### src/hdl/assert_macros.svh
// Assertion macros for the directory RTL.
`ifndef ASSERT_MACROS_SVH
`define ASSERT_MACROS_SVH
`ifndef ASSERT_OFF
// same-cycle implication
`define ASSERT_IMPLY(label, clk, rst, ante, cons) \
   label: assert property (@(posedge clk) disable iff (rst) (ante) |-> (cons)) \
      else $error("assertion failed");
// next-cycle implication
`define ASSERT_NEXT(label, clk, rst, ante, cons) \
   label: assert property (@(posedge clk) disable iff (rst) (ante) |=> (cons)) \
      else $error("assertion failed");
`else
`define ASSERT_IMPLY(label, clk, rst, ante, cons)
`define ASSERT_NEXT(label, clk, rst, ante, cons)
`endif
`endif

### src/hdl/scd_pkg.sv
// Types and constants of the sector cache directory.
package scd_pkg;

   localparam int ENTRIES     = 64;
   localparam int SECTOR_BITS = 32;
   localparam int IDX_W       = $clog2(ENTRIES);
   localparam int SLOT_W      = 6;
   localparam int SEC_W       = 32;

   localparam logic [1:0] CMD_READ  = 2'd0;
   localparam logic [1:0] CMD_WRITE = 2'd1;
   localparam logic [1:0] CMD_FLUSH = 2'd2;

   typedef struct packed {
      logic [1:0]       command;
      logic [SEC_W-1:0] sector;
   } req_type;

   typedef struct packed {
      logic [SLOT_W-1:0] slot;
      logic              hit;
      logic              fetch_needed;
      logic              writeback_needed;
      logic [SEC_W-1:0]  writeback_sector;
      logic              last;
   } rsp_type;

   // one directory word per slot
   typedef struct packed {
      logic                   ref_bit;
      logic                   dirty;
      logic [SECTOR_BITS-1:0] tag;
   } word_type;

   typedef enum logic [1:0] {
      MODE_LOOKUP,
      MODE_SWEEP,
      MODE_FLUSH
   } mode_type;

   typedef struct packed {
      logic     match;
      logic     stop;
      logic     wb;
      logic     write_en;
      word_type wr_word;
   } step_type;

endpackage

### src/hdl/scd_ram.sv
// Generic single-write, single-read RAM with registered read data.
module scd_ram #(
   parameter int WIDTH = 8,
   parameter int DEPTH = 16
) (
   input  logic                     clock,
   input  logic                     wr_en,
   input  logic [$clog2(DEPTH)-1:0] wr_addr,
   input  logic [WIDTH-1:0]         wr_data,
   input  logic [$clog2(DEPTH)-1:0] rd_addr,
   output logic [WIDTH-1:0]         rd_data
);

   logic [WIDTH-1:0] mem_ff [DEPTH];
   logic [WIDTH-1:0] rd_data_ff;

   always_ff @(posedge clock) begin
      if (wr_en) begin
         mem_ff[wr_addr] <= wr_data;
      end
      rd_data_ff <= mem_ff[rd_addr];
   end

   assign rd_data = rd_data_ff;

endmodule

### src/hdl/scd_step.sv
// Per-slot decision unit shared by lookup, clock sweep and flush scans.
module scd_step (
   input  scd_pkg::mode_type                   mode,
   input  logic                                slot_valid,
   input  scd_pkg::word_type                   word,
   input  logic [scd_pkg::SECTOR_BITS-1:0]     sector,
   input  logic                                is_write,
   output scd_pkg::step_type                   result
);

   always_comb begin
      result = '0;
      unique case (mode)
         scd_pkg::MODE_LOOKUP: begin
            result.match            = slot_valid && (word.tag == sector);
            result.stop             = result.match;
            result.write_en         = result.match;
            result.wr_word.ref_bit  = 1'b1;
            result.wr_word.dirty    = word.dirty | is_write;
            result.wr_word.tag      = word.tag;
         end
         scd_pkg::MODE_SWEEP: begin
            // empty slot or second chance used up: this is the victim
            result.stop     = !slot_valid || !word.ref_bit;
            result.wb       = slot_valid && word.dirty;
            result.write_en = 1'b1;
            if (result.stop) begin
               result.wr_word.ref_bit = 1'b1;
               result.wr_word.dirty   = is_write;
               result.wr_word.tag     = sector;
            end else begin
               result.wr_word.ref_bit = 1'b0;
               result.wr_word.dirty   = word.dirty;
               result.wr_word.tag     = word.tag;
            end
         end
         scd_pkg::MODE_FLUSH: begin
            result.match           = slot_valid && word.dirty;
            result.wb              = 1'b1;
            result.write_en        = result.match;
            result.wr_word.ref_bit = word.ref_bit;
            result.wr_word.dirty   = 1'b0;
            result.wr_word.tag     = word.tag;
         end
         default: begin
            result = '0;
         end
      endcase
   end

endmodule

### src/hdl/sector_cache_clock_directory_core.sv
// Top level of the sector cache directory: scan sequencer, slot RAM and valid bits.
//
// Fully associative directory with clock replacement for a write-back sector cache.
// Request channel (req_valid / req_stall / req_data) takes one transaction: read,
// write or flush. Result channel (rsp_valid / rsp_stall / rsp_data) returns one
// result per access, or one per dirty slot for a flush (last marks the final one;
// a flush with nothing dirty returns a single all-zero result with last set).
// Tag, dirty and reference bits live in one RAM word per slot; a single compare
// unit walks the slots one per cycle, pipelined against the registered RAM read
// (a flush re-reads a slot while its result cannot yet be passed on). A hit ends
// the lookup at its slot; a miss runs the full ENTRIES-slot lookup and then a
// sweep of 1 to ENTRIES+1 slots. A flush scans all ENTRIES slots and can be held
// back by result stalls. The RAM read port sets the pace of one slot per cycle.
// req_stall is high while a transaction is in progress; command 3 is taken
// and dropped. The result sits in an output register, so a stalled receiver
// does not block the next request, only the delivery of further results.
// Reset (synchronous) clears all valid bits, the clock hand and the channels;
// no clearing pass is needed.
module sector_cache_clock_directory_core (
   input  logic             clock,
   input  logic             reset,
   input  logic             req_valid,
   output logic             req_stall,
   input  scd_pkg::req_type req_data,
   output logic             rsp_valid,
   input  logic             rsp_stall,
   output scd_pkg::rsp_type rsp_data
);

`include "assert_macros.svh"

   typedef enum logic [2:0] {
      ST_IDLE,
      ST_LOOKUP,
      ST_SWEEP,
      ST_FLUSH,
      ST_DONE
   } state_type;

   state_type                          state_ff, state_in;
   logic [scd_pkg::IDX_W-1:0]          idx_ff, idx_in;        // RAM read address
   logic [scd_pkg::IDX_W-1:0]          chk_idx_ff, chk_idx_in; // slot of rd_data
   logic                               chk_vld_ff, chk_vld_in;
   logic [1:0]                         cmd_ff, cmd_in;
   logic [scd_pkg::SECTOR_BITS-1:0]    sec_ff, sec_in;
   logic [scd_pkg::ENTRIES-1:0]        valid_ff, valid_in;
   logic [scd_pkg::IDX_W-1:0]          hand_ff, hand_in;
   scd_pkg::rsp_type                   pend_ff, pend_in;      // held result
   logic                               pend_vld_ff, pend_vld_in;
   scd_pkg::rsp_type                   rsp_ff, rsp_in;
   logic                               rsp_valid_ff, rsp_valid_in;

   scd_pkg::word_type                  rd_word;
   logic                               ram_wr_en;
   scd_pkg::mode_type                  mode;
   scd_pkg::step_type                  step;
   logic                               out_free;
   logic [scd_pkg::IDX_W-1:0]          idx_next;
   scd_pkg::rsp_type                   flush_entry;

   scd_ram #(
      .WIDTH($bits(scd_pkg::word_type)),
      .DEPTH(scd_pkg::ENTRIES)
   ) u_slot_ram (
      .clock  (clock),
      .wr_en  (ram_wr_en),
      .wr_addr(chk_idx_ff),
      .wr_data(step.wr_word),
      .rd_addr(idx_ff),
      .rd_data(rd_word)
   );

   always_comb begin
      unique case (state_ff)
         ST_SWEEP: mode = scd_pkg::MODE_SWEEP;
         ST_FLUSH: mode = scd_pkg::MODE_FLUSH;
         default:  mode = scd_pkg::MODE_LOOKUP;
      endcase
   end

   scd_step u_step (
      .mode      (mode),
      .slot_valid(valid_ff[chk_idx_ff]),
      .word      (rd_word),
      .sector    (sec_ff),
      .is_write  (cmd_ff == scd_pkg::CMD_WRITE),
      .result    (step)
   );

   assign out_free = !rsp_valid_ff || !rsp_stall;
   assign idx_next = (idx_ff == scd_pkg::IDX_W'(scd_pkg::ENTRIES - 1)) ? '0 : idx_ff + 1'b1;

   always_comb begin
      flush_entry                  = '0;
      flush_entry.slot             = scd_pkg::SLOT_W'(chk_idx_ff);
      flush_entry.writeback_needed = 1'b1;
      flush_entry.writeback_sector = scd_pkg::SEC_W'(rd_word.tag);
   end

   always_comb begin
      state_in     = state_ff;
      idx_in       = idx_ff;
      chk_idx_in   = chk_idx_ff;
      chk_vld_in   = chk_vld_ff;
      cmd_in       = cmd_ff;
      sec_in       = sec_ff;
      valid_in     = valid_ff;
      hand_in      = hand_ff;
      pend_in      = pend_ff;
      pend_vld_in  = pend_vld_ff;
      rsp_in       = rsp_ff;
      rsp_valid_in = rsp_valid_ff && rsp_stall;
      ram_wr_en    = 1'b0;

      unique case (state_ff)
         ST_IDLE: begin
            if (req_valid) begin
               cmd_in      = req_data.command;
               sec_in      = req_data.sector[scd_pkg::SECTOR_BITS-1:0];
               idx_in      = '0;
               chk_vld_in  = 1'b0;
               pend_vld_in = 1'b0;
               if (req_data.command == scd_pkg::CMD_FLUSH) begin
                  state_in = ST_FLUSH;
               end else if (req_data.command == scd_pkg::CMD_READ ||
                            req_data.command == scd_pkg::CMD_WRITE) begin
                  state_in = ST_LOOKUP;
               end
            end
         end
         ST_LOOKUP: begin
            idx_in     = idx_next;
            chk_idx_in = idx_ff;
            chk_vld_in = 1'b1;
            if (chk_vld_ff) begin
               if (step.match) begin
                  ram_wr_en    = 1'b1;
                  pend_in      = '0;
                  pend_in.slot = scd_pkg::SLOT_W'(chk_idx_ff);
                  pend_in.hit  = 1'b1;
                  pend_in.last = 1'b1;
                  pend_vld_in  = 1'b1;
                  chk_vld_in   = 1'b0;
                  state_in     = ST_DONE;
               end else if (chk_idx_ff == scd_pkg::IDX_W'(scd_pkg::ENTRIES - 1)) begin
                  // miss: restart the scan at the clock hand
                  idx_in     = hand_ff;
                  chk_vld_in = 1'b0;
                  state_in   = ST_SWEEP;
               end
            end
         end
         ST_SWEEP: begin
            idx_in     = idx_next;
            chk_idx_in = idx_ff;
            chk_vld_in = 1'b1;
            if (chk_vld_ff) begin
               ram_wr_en = 1'b1;   // clears a reference bit or fills the victim
               if (step.stop) begin
                  valid_in[chk_idx_ff] = 1'b1;
                  hand_in              = chk_idx_ff;
                  pend_in              = '0;
                  pend_in.slot         = scd_pkg::SLOT_W'(chk_idx_ff);
                  pend_in.fetch_needed = 1'b1;
                  pend_in.writeback_needed = step.wb;
                  pend_in.writeback_sector =
                     step.wb ? scd_pkg::SEC_W'(rd_word.tag) : '0;
                  pend_in.last         = 1'b1;
                  pend_vld_in          = 1'b1;
                  chk_vld_in           = 1'b0;
                  state_in             = ST_DONE;
               end
            end
         end
         ST_FLUSH: begin
            idx_in     = idx_next;
            chk_idx_in = idx_ff;
            chk_vld_in = 1'b1;
            if (chk_vld_ff) begin
               if (step.match && pend_vld_ff && !out_free) begin
                  // output busy: re-read this slot next cycle
                  idx_in     = chk_idx_ff;
                  chk_vld_in = 1'b0;
               end else begin
                  if (step.match) begin
                     ram_wr_en   = 1'b1;
                     pend_in     = flush_entry;
                     pend_vld_in = 1'b1;
                     if (pend_vld_ff) begin
                        rsp_in       = pend_ff;
                        rsp_valid_in = 1'b1;
                     end
                  end
                  if (chk_idx_ff == scd_pkg::IDX_W'(scd_pkg::ENTRIES - 1)) begin
                     chk_vld_in = 1'b0;
                     state_in   = ST_DONE;
                  end
               end
            end
         end
         ST_DONE: begin
            if (out_free) begin
               rsp_valid_in = 1'b1;
               rsp_in       = pend_vld_ff ? pend_ff : '0;
               rsp_in.last  = 1'b1;
               state_in     = ST_IDLE;
            end
         end
         default: begin
            state_in = ST_IDLE;
         end
      endcase
   end

   always_ff @(posedge clock) begin
      if (reset) begin
         state_ff     <= ST_IDLE;
         chk_vld_ff   <= 1'b0;
         valid_ff     <= '0;
         hand_ff      <= '0;
         pend_vld_ff  <= 1'b0;
         rsp_valid_ff <= 1'b0;
         idx_ff       <= '0;
         chk_idx_ff   <= '0;
      end else begin
         state_ff     <= state_in;
         chk_vld_ff   <= chk_vld_in;
         valid_ff     <= valid_in;
         hand_ff      <= hand_in;
         pend_vld_ff  <= pend_vld_in;
         rsp_valid_ff <= rsp_valid_in;
         idx_ff       <= idx_in;
         chk_idx_ff   <= chk_idx_in;
      end
      cmd_ff  <= cmd_in;
      sec_ff  <= sec_in;
      pend_ff <= pend_in;
      rsp_ff  <= rsp_in;
   end

   assign req_stall = (state_ff != ST_IDLE);
   assign rsp_valid = rsp_valid_ff;
   assign rsp_data  = rsp_ff;

   `ASSERT_IMPLY(a_hit_clean, clock, reset, rsp_valid && rsp_data.hit,
                 !rsp_data.fetch_needed && !rsp_data.writeback_needed)
   `ASSERT_IMPLY(a_wbs_zero, clock, reset, rsp_valid && !rsp_data.writeback_needed,
                 rsp_data.writeback_sector == '0)
   `ASSERT_NEXT(a_fill_valid, clock, reset, state_ff == ST_SWEEP && chk_vld_ff && step.stop,
                valid_ff[hand_ff] && state_ff == ST_DONE)
   `ASSERT_IMPLY(a_wr_busy, clock, reset, ram_wr_en,
                 state_ff == ST_LOOKUP || state_ff == ST_SWEEP || state_ff == ST_FLUSH)

endmodule
### config.mk
export PLATFORM = sky130hd
export DESIGN_NAME = sector_cache_clock_directory_core
export DESIGN_NICKNAME = d
export VERILOG_FILES = /design/src/hdl/scd_pkg.sv /design/src/hdl/scd_ram.sv /design/src/hdl/scd_step.sv /design/src/hdl/sector_cache_clock_directory_core.sv
export VERILOG_INCLUDE_DIRS = /design/src /design/src/hdl
export SDC_FILE = /design/constraint.sdc
export NUM_CORES = 2
export LEC_CHECK = 0
export CAP_MARGIN = 40
export CORE_ASPECT_RATIO = 1.5
export CORE_MARGIN = 10
export CORE_UTILIZATION = 51
export CTS_CLUSTER_SIZE = 40
export DETAILED_ROUTE_END_ITERATION = 8
export DONT_BUFFER_PORTS = 1
export PLACE_DENSITY = 0.72
export SETUP_SLACK_MARGIN = 0.4
export SLEW_MARGIN = 5
export SYNTH_ARGS = -nofsm -noshare
export SYNTH_HDL_FRONTEND = slang
export SYNTH_SLANG_ARGS = --single-unit
### constraint.sdc
create_clock -name clock -period 6.85 [get_ports clock]
set_input_delay 1.37 -clock clock [delete_from_list [all_inputs] [get_ports clock]]
set_output_delay 1.37 -clock clock [all_outputs]
set_load 0.05 [all_outputs]
==> results.txt <==
* Launching element type of the critical path: register
* First-iteration detailed-routing DRC count: 5890
* Initial Util: 51.28%
* Total count of max-transition violations in the final report: 0
- Die Span Y: 541.6 um
* Library cell used as clock root buffer: sky130_fd_sc_hd__clkbuf_16
* Category of the critical setup timing path: reg -> reg
* Critical Path End Type: register
- The final hold violation count was 0.
- At the pin with the least slew margin, the transition time is 1.141 ns.
* Total number of placement rows: 191
* Routed WL: 224000 um
* Max IR drop VDD: 366.8 uV
* Number of hold buffers added after CTS: 0
* Clock buffer depth: 4
* Power density of the placed cells: 383.9 nW/um^2
- Commonest cells post-synth: sky130_fd_sc_hd__edfxtp_1, sky130_fd_sc_hd__mux4_2, sky130_fd_sc_hd__dfxtp_1
- Cell area after synthesis: 92520 um^2
- Data arrives at the worst endpoint at 5.54 ns.
- In this run the worst path has a maximum fanout of 29.
- Of the post-synthesis cell area, the dominant cell type holds 74.46%.
* GRT Util Overall: 22.26%
- The area growth from synthesis to layout is 11.91%.
* Clk Latency, worst-skew pair: 0.87 ns
* Final GP Congestion: 0.8778
* Clock-pin slew of the registers on the worst-case setup and hold paths: 0.07 ns
* Number of buffers added by the clock tree synthesis step: 211
- In this run the worst setup path begins at chk_idx_ff[0]$_SDFFE_PP0P_.
* R2r startpoint: chk_idx_ff[0]$_SDFFE_PP0P_
- The net count of the finished layout is 4199.
- Post-synthesis sequential area ratio: 77.10%
- Reg2reg end: u_slot_ram.mem_ff[53][19]$_DFFE_PP_
- The number of antenna violations at the first check in global routing came to 23.
* Final Cycle Share: 72.92%
- The number of gates resized after CTS was 0.
- Residual DRC count: 0
- The first global-routing pass estimated 322600 um of wire.
- When the netlist entered floorplanning its net count stood at 4060.
- Buffers on Ports: 0
- Share of async-settable or async-resettable flops after synthesis: 0%
- Entering global routing, the biggest net connects 117 pins.
- Summed negative setup slack over all endpoints: 0 ns
- Detailed-router iteration count before antenna repair: 6
* Fraction of final layout cells sized beyond drive strength 1: 30.39%
- During synthesis, Yosys emitted a total of 0 warnings.
* Max_slew headroom: 23.95%
- Status: completed
- Once the clock tree was built, the setup fixing pass inserted 0 buffers.
- Instance count of the mapped netlist: 4021
* Yosys top cell by area: sky130_fd_sc_hd__edfxtp_1
- CTS built an H-tree with a depth of 4.
* Via count of the first global-routing pass: 43160
* EDFF count, synth: 2294
- Capture point of the worst path: u_slot_ram.mem_ff[53][19]$_DFFE_PP_
- Between clock sinks in the finished design, the worst skew comes to 0.05921 ns.
- For this run the aggregate overflow at the end of global routing stands at 0.
* Area after DPL: 96580 um^2
- From left edge to right edge, the die measures 367.8 um.
- Total die area: 199200 um^2
- Detail-routed via count per cell: 6.388
- FMAX: 0.2002 GHz
* Post-route standard cell area excluding fillers: 103500 um^2
- Dividing the detail-routed wire length by the instance count gives 33.15 um.
- In this run the mean area of a mapped cell was 23.01 um^2.
- Counting cells, the worst reg-to-reg path comes to 12.
- Min-delay worst type: reg -> reg
- Antenna Violating Nets Remaining: 0
- Leak pwr: 30.90 nW
- During I/O placement, the number of pins put on the boundary was 82.
* Number of sinks handled by clock tree synthesis: 2416
- The filler cells instantiated in the layout total 12540.
- Setup violations remaining at the end of the flow were counted as 0.
- HPWL after detailed placement: 141200 um
- The setup check on the worst reg-to-reg path leaves a slack of 1.86 ns.
- Dominant cell by count in the synthesized netlist: sky130_fd_sc_hd__edfxtp_1
* Clock tree from TritonCTS: yes
* Most frequently used flop master after synthesis: sky130_fd_sc_hd__edfxtp_1
- The routed design could run at a clock period as short as 4.995 ns.
- The core region is 180400 um^2.
- Setup repair after global routing left no endpoint under its margin.
- STA puts the critical path data required time at 7.39 ns.
- Post-synth cell types: 61
- By area the synthesized netlist is led by sky130_fd_sc_hd__edfxtp_1, sky130_fd_sc_hd__mux4_2, sky130_fd_sc_hd__dfxtp_1.
* MaxCap Viol Count: 0
- Counting flops and latches in the post-synthesis netlist gives 2416.
- The routed layout has 43150 vias.
[how the worst min path moves through the flow]
| stage | from | to | slack (ns) | cells after the start |
|---|---|---|---|---|
| 4_1_cts | valid_ff[32]$_SDFFE_PP0P_ | valid_ff[32]$_SDFFE_PP0P_ | 0.47 | 2 |
| 3_5_place_dp | valid_ff[32]$_SDFFE_PP0P_ | valid_ff[32]$_SDFFE_PP0P_ | 0.46 | 2 |
| 3_3_place_gp | valid_ff[42]$_SDFFE_PP0P_ | valid_ff[42]$_SDFFE_PP0P_ | 0.45 | 2 |
| 6_report | valid_ff[32]$_SDFFE_PP0P_ | valid_ff[32]$_SDFFE_PP0P_ | 0.47 | 2 |
| 5_1_grt | valid_ff[32]$_SDFFE_PP0P_ | valid_ff[32]$_SDFFE_PP0P_ | 0.49 | 2 |
| 2_1_floorplan | chk_idx_ff[3]$_SDFFE_PP0P_ | pend_ff[39]$_DFFE_PP_ | 0.40 | 0 |
[metal layers]
metal  track usage (%)  vias to the layer above  wire [um]
met5                 0                        -         31
met4             9.850                        4      11300
met3             3.284                      414      19040
met2             36.27                     2449     111000
met1             30.04                    23010      82600
li1                  -                    17270          -
[registers in the layout, summed over array words and instances (netlist names)]
signal / flops
u_slot_ram.mem_ff: 2176
valid_ff: 64
pend_ff: 42
rsp_data: 42
u_slot_ram.rd_data: 34
sec_ff: 32
chk_idx_ff: 6
hand_ff: 6
idx_ff: 6
state_ff: 3
cmd_ff: 2
chk_vld_ff: 1
pend_vld_ff: 1
rsp_valid: 1
[per-stage QoR]
stage | total power (W) | utilization (%) | hold WS (ns) | std cells | worst slack (ns)
after global routing | 0.04085 | 57.37 | 0.4875 | 6749 | 1.546
after detailed placement | 0.02807 | 53.53 | 0.4570 | 6359 | 1.925
after CTS | 0.03994 | 57.36 | 0.4722 | 6742 | 1.916
after global placement | 0.02764 | 53.26 | 0.4468 | 6333 | 1.401
final | 0.03975 | 57.38 | 0.4671 | 6756 | 1.855
after floorplan | 0.02413 | - | 0.4029 | 4021 | 1.279
[cell usage in the layout, fill, tap and decap left out, types with 25 or more instances in the layout]
master / instances
sky130_fd_sc_hd__mux2i_1: 51
sky130_fd_sc_hd__mux4_2: 703
sky130_fd_sc_hd__nor2_1: 90
sky130_fd_sc_hd__nor2b_1: 49
sky130_fd_sc_hd__clkinv_1: 53
sky130_fd_sc_hd__xor2_1: 33
sky130_fd_sc_hd__nand2_1: 51
sky130_fd_sc_hd__mux2_2: 36
sky130_fd_sc_hd__clkbuf_1: 28
sky130_fd_sc_hd__bufinv_16: 29
sky130_fd_sc_hd__nor3_2: 65
sky130_fd_sc_hd__a31oi_1: 67
sky130_fd_sc_hd__and2_1: 40
sky130_fd_sc_hd__edfxtp_1: 2294
sky130_fd_sc_hd__buf_12: 25
sky130_fd_sc_hd__dfxtp_1: 115
sky130_fd_sc_hd__clkinv_2: 37
sky130_fd_sc_hd__buf_4: 133
sky130_fd_sc_hd__clkbuf_16: 214
[power breakdown]
part	internal, W	total [W]	switching [W]
logic	0.00325	0.00902	0.00577
clock network	0.00683	0.0120	0.00519
registers	0.0184	0.0187	0.000296
[kinds of logic (layout without fill, tap and decap cells)]
| kind of cell | Yosys count | in the layout | synth area share, % |
|---|---|---|---|
| flops | 2416 | 2416 | 77.10 |
| mux | 800 | 800 | 18.22 |
| xor+xnor | 35 | 35 | 0.3313 |
| fa+ha+maj | 1 | 1 | 0.01352 |
| other cells | 0 | 14 | 0 |
| simple gates | 365 | 365 | 1.999 |
| buf+inv | 253 | 562 | 1.267 |
| compound gates | 151 | 151 | 1.067 |
[critical path, stage by stage (launching register included)]
cell,delay [ns]
sky130_fd_sc_hd__dfxtp_2,0.81
sky130_fd_sc_hd__buf_4,0.41
sky130_fd_sc_hd__mux4_2,0.53
sky130_fd_sc_hd__o211ai_1,0.20
sky130_fd_sc_hd__nand4_2,0.26
sky130_fd_sc_hd__o22ai_2,0.76
sky130_fd_sc_hd__o22ai_1,0.18
sky130_fd_sc_hd__nand3b_1,0.17
sky130_fd_sc_hd__buf_8,0.20
sky130_fd_sc_hd__buf_4,0.18
sky130_fd_sc_hd__buf_4,0.44
sky130_fd_sc_hd__nor3_2,0.19
sky130_fd_sc_hd__buf_4,0.31
[final cells by class]
class | instances | area, um^2 | share of cell area [%]
clock buffer | 244 | 5488 | 5.300
multi-input combinational | 1352 | 20420 | 19.72
tap | 2412 | 3018 | 2.915
sequential | 2416 | 71350 | 68.92
clock inverter | 139 | 1438 | 1.389
antenna | 14 | 35.03 | 0.03384
inverter | 7 | 26.28 | 0.02538
timing repair buffer | 172 | 1762 | 1.702
Note: power is estimated with default switching activity, not from simulation.
